[src/hw/rtl/qoa_pkg.sv]
// Package for the quaternion orientation accumulator.
// Holds widths, command codes, the product schedule and the control and status types.
// Depends on nothing.
package qoa_pkg;

   localparam int DATA_W = 32;
   localparam int ACC_W = 66;
   localparam int MAG_W = 65;
   localparam int V_W = 31;
   localparam int SUM_W = 64;
   localparam int OP_W = 33;
   localparam int PROD_W = 66;
   localparam int ROOT_W = 33;
   localparam int FRAC_BITS_DEF = 28;

   localparam logic CMD_LOAD = 1'b0;
   localparam logic CMD_MUL = 1'b1;

   typedef struct packed {
      logic [1:0] psel;
      logic [1:0] qsel;
      logic       neg;
   } mul_plan_type;

   typedef struct packed {
      logic       take;
      logic       mul_step;
      logic       abs_step;
      logic       scale_step;
      logic       sq_step;
      logic       sqrt_init;
      logic       sqrt_step;
      logic       round_step;
      logic       div_init;
      logic       div_step;
      logic       div_end;
      logic       commit;
      logic [3:0] idx;
   } ctrl_type;

   typedef struct packed {
      logic is_mul;
      logic zero;
      logic scaled;
   } sts_type;

   // Product schedule of the Hamilton product, four terms per output component.
   function automatic mul_plan_type mul_plan(input logic [3:0] idx);
      mul_plan_type p;
      case (idx)
         4'd0:    p = '{psel: 2'd0, qsel: 2'd0, neg: 1'b0};
         4'd1:    p = '{psel: 2'd1, qsel: 2'd1, neg: 1'b1};
         4'd2:    p = '{psel: 2'd2, qsel: 2'd2, neg: 1'b1};
         4'd3:    p = '{psel: 2'd3, qsel: 2'd3, neg: 1'b1};
         4'd4:    p = '{psel: 2'd0, qsel: 2'd1, neg: 1'b0};
         4'd5:    p = '{psel: 2'd1, qsel: 2'd0, neg: 1'b0};
         4'd6:    p = '{psel: 2'd2, qsel: 2'd3, neg: 1'b0};
         4'd7:    p = '{psel: 2'd3, qsel: 2'd2, neg: 1'b1};
         4'd8:    p = '{psel: 2'd0, qsel: 2'd2, neg: 1'b0};
         4'd9:    p = '{psel: 2'd2, qsel: 2'd0, neg: 1'b0};
         4'd10:   p = '{psel: 2'd3, qsel: 2'd1, neg: 1'b0};
         4'd11:   p = '{psel: 2'd1, qsel: 2'd3, neg: 1'b1};
         4'd12:   p = '{psel: 2'd0, qsel: 2'd3, neg: 1'b0};
         4'd13:   p = '{psel: 2'd3, qsel: 2'd0, neg: 1'b0};
         4'd14:   p = '{psel: 2'd1, qsel: 2'd2, neg: 1'b0};
         default: p = '{psel: 2'd2, qsel: 2'd1, neg: 1'b1};
      endcase
      return p;
   endfunction

endpackage

[src/hw/rtl/qoa_controller.sv]
// Controller of the quaternion orientation accumulator.
// Sequences products, scaling, square root and divisions; owns the handshakes.
// Depends on qoa_pkg.
module qoa_controller (
   input  logic              clock,
   input  logic              reset,
   input  logic              req_valid,
   output logic              req_ready,
   output logic              rsp_valid,
   input  logic              rsp_ready,
   input  qoa_pkg::sts_type  sts,
   output qoa_pkg::ctrl_type ctrl
);
   import qoa_pkg::*;

   localparam logic [3:0] S_IDLE      = 4'd0;
   localparam logic [3:0] S_DISPATCH  = 4'd1;
   localparam logic [3:0] S_MUL       = 4'd2;
   localparam logic [3:0] S_ABS       = 4'd3;
   localparam logic [3:0] S_SCALE     = 4'd4;
   localparam logic [3:0] S_SQ        = 4'd5;
   localparam logic [3:0] S_SQRT_INIT = 4'd6;
   localparam logic [3:0] S_SQRT      = 4'd7;
   localparam logic [3:0] S_ROUND     = 4'd8;
   localparam logic [3:0] S_DIV_INIT  = 4'd9;
   localparam logic [3:0] S_DIV       = 4'd10;
   localparam logic [3:0] S_DIV_END   = 4'd11;
   localparam logic [3:0] S_DONE      = 4'd12;

   localparam logic [5:0] MUL_N = 6'd16;
   localparam logic [5:0] SQ_N = 6'd4;
   localparam logic [5:0] ITER_LAST = 6'(DATA_W - 1);

   logic [3:0] state_ff, state_in;
   logic [5:0] cnt_ff, cnt_in;
   logic [1:0] didx_ff, didx_in;
   logic       rsp_valid_ff, rsp_valid_in;

   always_comb begin
      state_in = state_ff;
      cnt_in = cnt_ff;
      didx_in = didx_ff;
      ctrl = '0;
      req_ready = 1'b0;
      case (state_ff)
         S_IDLE: begin
            req_ready = 1'b1;
            if (req_valid) begin
               ctrl.take = 1'b1;
               state_in = S_DISPATCH;
            end
         end
         S_DISPATCH: begin
            cnt_in = '0;
            state_in = sts.is_mul ? S_MUL : S_ABS;
         end
         S_MUL: begin
            ctrl.idx = cnt_ff[3:0];
            if (cnt_ff == MUL_N) begin
               state_in = S_ABS;
            end else begin
               ctrl.mul_step = 1'b1;
               cnt_in = cnt_ff + 6'd1;
            end
         end
         S_ABS: begin
            ctrl.abs_step = 1'b1;
            state_in = S_SCALE;
         end
         S_SCALE: begin
            cnt_in = '0;
            if (sts.zero) begin
               state_in = S_DONE;
            end else if (sts.scaled) begin
               state_in = S_SQ;
            end else begin
               ctrl.scale_step = 1'b1;
            end
         end
         S_SQ: begin
            ctrl.idx = cnt_ff[3:0];
            if (cnt_ff == SQ_N) begin
               state_in = S_SQRT_INIT;
            end else begin
               ctrl.sq_step = 1'b1;
               cnt_in = cnt_ff + 6'd1;
            end
         end
         S_SQRT_INIT: begin
            ctrl.sqrt_init = 1'b1;
            cnt_in = '0;
            state_in = S_SQRT;
         end
         S_SQRT: begin
            ctrl.sqrt_step = 1'b1;
            cnt_in = cnt_ff + 6'd1;
            if (cnt_ff == ITER_LAST) begin
               state_in = S_ROUND;
            end
         end
         S_ROUND: begin
            ctrl.round_step = 1'b1;
            didx_in = '0;
            state_in = S_DIV_INIT;
         end
         S_DIV_INIT: begin
            ctrl.div_init = 1'b1;
            ctrl.idx = {2'b00, didx_ff};
            cnt_in = '0;
            state_in = S_DIV;
         end
         S_DIV: begin
            ctrl.div_step = 1'b1;
            cnt_in = cnt_ff + 6'd1;
            if (cnt_ff == ITER_LAST) begin
               state_in = S_DIV_END;
            end
         end
         S_DIV_END: begin
            ctrl.div_end = 1'b1;
            ctrl.idx = {2'b00, didx_ff};
            didx_in = didx_ff + 2'd1;
            state_in = (didx_ff == 2'd3) ? S_DONE : S_DIV_INIT;
         end
         S_DONE: begin
            if (!rsp_valid_ff || rsp_ready) begin
               ctrl.commit = 1'b1;
               state_in = S_IDLE;
            end
         end
         default: begin
            state_in = S_IDLE;
         end
      endcase
      if (ctrl.commit) begin
         rsp_valid_in = 1'b1;
      end else if (rsp_ready) begin
         rsp_valid_in = 1'b0;
      end else begin
         rsp_valid_in = rsp_valid_ff;
      end
   end

   always_ff @(posedge clock) begin
      if (reset) begin
         state_ff <= S_IDLE;
         cnt_ff <= '0;
         didx_ff <= '0;
         rsp_valid_ff <= 1'b0;
      end else begin
         state_ff <= state_in;
         cnt_ff <= cnt_in;
         didx_ff <= didx_in;
         rsp_valid_ff <= rsp_valid_in;
      end
   end

   assign rsp_valid = rsp_valid_ff;

endmodule

[config.mk]
export PLATFORM = sky130hd
export DESIGN_NAME = qoa_controller
export DESIGN_NICKNAME = d
export VERILOG_FILES = /design/src/hw/rtl/qoa_pkg.sv /design/src/hw/rtl/qoa_controller.sv
export SDC_FILE = /design/constraint.sdc
export NUM_CORES = 1
export LEC_CHECK = 0
export BUFFER_PORTS_ARGS = -buffer_cell sky130_fd_sc_hd__buf_2
export CORE_MARGIN = 3
export CORE_UTILIZATION = 50
export CTS_BUF_LIST = sky130_fd_sc_hd__clkbuf_4 sky130_fd_sc_hd__clkbuf_8
export DETAILED_ROUTE_END_ITERATION = 10
export GPL_TIMING_DRIVEN = 0
export PLACE_DENSITY = 0.72
export SYNTH_ARGS = -nofsm -noshare
export SYNTH_HDL_FRONTEND = slang
export SYNTH_SLANG_ARGS = --single-unit
[constraint.sdc]
create_clock -name clock -period 2.5 [get_ports clock]
set_input_delay 0.25 -clock clock [delete_from_list [all_inputs] [get_ports clock]]
set_output_delay 0.25 -clock clock [all_outputs]
set_load 0.01 [all_outputs]
==> key figures <==
Critical path
  • Buf/Inv on CP: 3
  • Worst Setup Start Kind: register
  • Crit path top cell by count: a22o_1
  • CP Launch Point: state_ff[3]$_SDFFE_PP0P_
  • Crit path DAT: 2.00 ns
  • Top Family by Delay on Critical Path: buffers and inverters
  • CP peak stage delay: 0.38 ns
  • Worst-path maximum fanout: 10
  • Setup CP Type: register to output pin
  • Worst endpoint required time: 2.25 ns
  • Critical-path cell with the highest stage delay: dfxtp_1
  • Worst-path cell chain: clkbuf_1 > clkbuf_2 > nor2b_1 > a22o_1 > a22o_1 > buf_2
  • Worst R2R Start: cnt_ff[0]$_SDFFE_PP0P_
  • Setup crit end kind: output pin

Job
  • Max-cap violations: 0

STA
  • Clock skew: 0.00126 ns
  • Hold Vio Cnt, Final: 0
  • Post-route minimum period: 2.25 ns
  • Max-slew violation count: 0
  • Hold slack: 0.220 ns
  • Final worst slack: 0.255 ns
  • Slew @ Worst Pin: 0.593 ns
  • Final setup fails: 0
  • Part of the cycle the worst path needs: 89.8%
  • Slew headroom: 60.2%
  • FMAX: 0.445 GHz
  • RSZ-0062 raised after global routing: false
  • TNS Setup: 0 ns

CTS
  • Worst skew pair latency: 0.28 ns
  • CTS tree: built
  • Htree depth: 1
  • CTS Buffer Depth: 2
  • # hold bufs at CTS: 0
  • Root Driver: clkbuf_4
  • Clock transition at path regs: 0.08 ns
  • CTS buffer count: 3
  • Clk sinks: 13

Yosys
  • Area leader, netlist: dfxtp_1
  • Synth cell types: 45
  • Synthesized net count: 157
  • Syn Inst Count: 147
  • EDFF count, synth: 0
  • FF+latch count, synth: 13
  • Yosys top cell area share: 24.9%
  • Synth Flop Type: dfxtp_1
  • Post-synthesis async set-or-reset flop share: 0%
  • Seq/Total Area, Yosys: 24.9%
  • Syn_area_per_cell: 7.12 µm²
  • Mapped cell area: 1050 µm²
  • Area contributors post-synth: dfxtp_1 25%, nor2_1 6.8%, a21oi_1 5.3%
  • YS warnings: 0

Floorplan
  • Die W: 51.8 µm
  • Row cnt: 15
  • Die height: 51.8 µm
  • Starting Density: 56.4%
  • Core area: 1860 µm²
  • IO Pins: 25
  • Die area: 2680 µm²

Routing
  • Via count: 1,180
  • DRT Pass-1 Iters: 4
  • WL final: 2.81 mm
  • Via-to-Cell Ratio: 5.90
  • DRT iter0 DRCs: 31
  • Drt drc: 0
  • WL/cell: 14.0 µm
  • Post-DRT Antenna Nets: 0

Finish
  • Multi-input gate area: 721 µm²
  • Share of cells above drive strength 1: 20.0%
  • Commonest non-fill, non-tap cell in the layout: buf_2
  • Most frequent cells in the layout: 25 x buf_2, 19 x nor2_1, 13 x dfxtp_1
  • Synthesis-to-layout area growth: 18.0%
  • Non-filler instance count after layout: 200
  • Post-layout utilization of the core: 66.5%
  • Net count, final: 186
  • Fin area: 1240 µm²
  • N_diodes: 0
  • Reg area: 260 µm²
  • Fillers: 166

GRT
  • Gr ovfl total: 0
  • Pin count of the biggest net entering global routing: 11
  • First-pass GRT wire length: 4.80 mm
  • Total global-route track usage: 23.4%
  • Vias in the first global route: 1,065
  • Initial antenna violation count: 0

Hold path
  • Worst hold path class: primary input to register
  • Hold Path Origin: reset

Place
  • Dpl cells: 196
  • DP Area: 1200 µm²
  • Pre-CTS setup slack: 0.334 ns
  • GPL Wtd Cong: 0.920
  • Number of buffers added on ports: 24
  • HPWL after detailed placement: 2.14 mm

Power
  • Total Power: 1.12 mW
  • Worst vdd ir: 504 µV
  • Pwr dens: 904 nW/µm²
  • Leakage: 0.518 nW

Status
  • Status: finished clean
repair_timing:
action / in CTS / in global routing
setup buffers: 0 / 0
endpoints found under the setup margin: 0 / 2
gates resized for setup: 0 / 3
logic make-up (layout without fill, tap and decap cells):
kind of cell               count (synthesis)  count (layout)  synth area share, %
and+or+nand+nor                           73              73                 37.6
DFF                                       13              13                 24.9
buffers and inverters                     18              46                 6.93
AOI/OAI and AO/OA                         38              38                 25.0
adders and majority gates                  3               3                 3.58
muxes                                      2               2                 2.03
flip-flops by register name, summed over array words and instances (netlist names):
register and flops:
cnt_ff 6, didx_ff 2, state_ff 4, rsp_valid 1
worst paths after layout:
| check | to | slack [ns] | cells after the start |
|---|---|---|---|
| setup / recovery | ctrl[1] | 0.25 | 6 |
| hold reg to reg | rsp_valid$_SDFFE_PP0P_ | 0.50 | 2 |
| setup reg to reg | cnt_ff[4]$_SDFFE_PP0P_ | 0.31 | 7 |
| hold / removal | state_ff[1]$_SDFFE_PP0P_ | 0.22 | 2 |
Yosys cell counts, types with 2 or more instances:
| cell type | count |
|---|---|
| a21oi_1 | 11 |
| a22o_1 | 4 |
| a22oi_1 | 2 |
| and2_1 | 4 |
| clkbuf_1 | 7 |
| dfxtp_1 | 13 |
| ha_1 | 3 |
| inv_1 | 8 |
| nand2_1 | 10 |
| nand2b_1 | 8 |
| nand3_1 | 5 |
| nand3b_1 | 2 |
| nand4_1 | 2 |
| nor2_1 | 19 |
| nor2b_1 | 3 |
| nor3_1 | 7 |
| nor3b_1 | 2 |
| nor4b_1 | 2 |
| o21ai_0 | 6 |
| o31ai_1 | 2 |
| o32ai_1 | 2 |
| or3_1 | 2 |
layer usage:
layer / global-route usage (%) / wire length (µm) / vias up
met5: 0 / 0 / -
met4: 5.68 / 18 / 0
met3: 6.59 / 245 / 2
met2: 35.8 / 1250 / 54
met1: 32.3 / 1290 / 533
li1: - / - / 591
worst register-to-register path: stages (launching register included):
cell,delay [ns]
dfxtp_1,0.42
inv_1,0.08
ha_1,0.20
or3b_4,0.26
o31ai_2,0.08
a211o_1,0.39
or4_1,0.54
a21oi_1,0.15
final cells by class:
cell class / instances / area share, %
Sequential cell: 13 / 21.1
Multi-Input combinational cell: 116 / 58.3
Tap cell: 25 / 2.53
Timing Repair Buffer: 24 / 9.72
Buffer: 10 / 3.54
Inverter: 8 / 2.43
Clock buffer: 4 / 2.43
report_power, final:
group / internal (mW) / leakage, nW / switching, mW
clock: 0.0728 / 0.0184 / 0.0723
combinational: 0.265 / 0.394 / 0.422
sequential: 0.240 / 0.106 / 0.0447
Note: power is estimated with default switching activity, not from simulation.
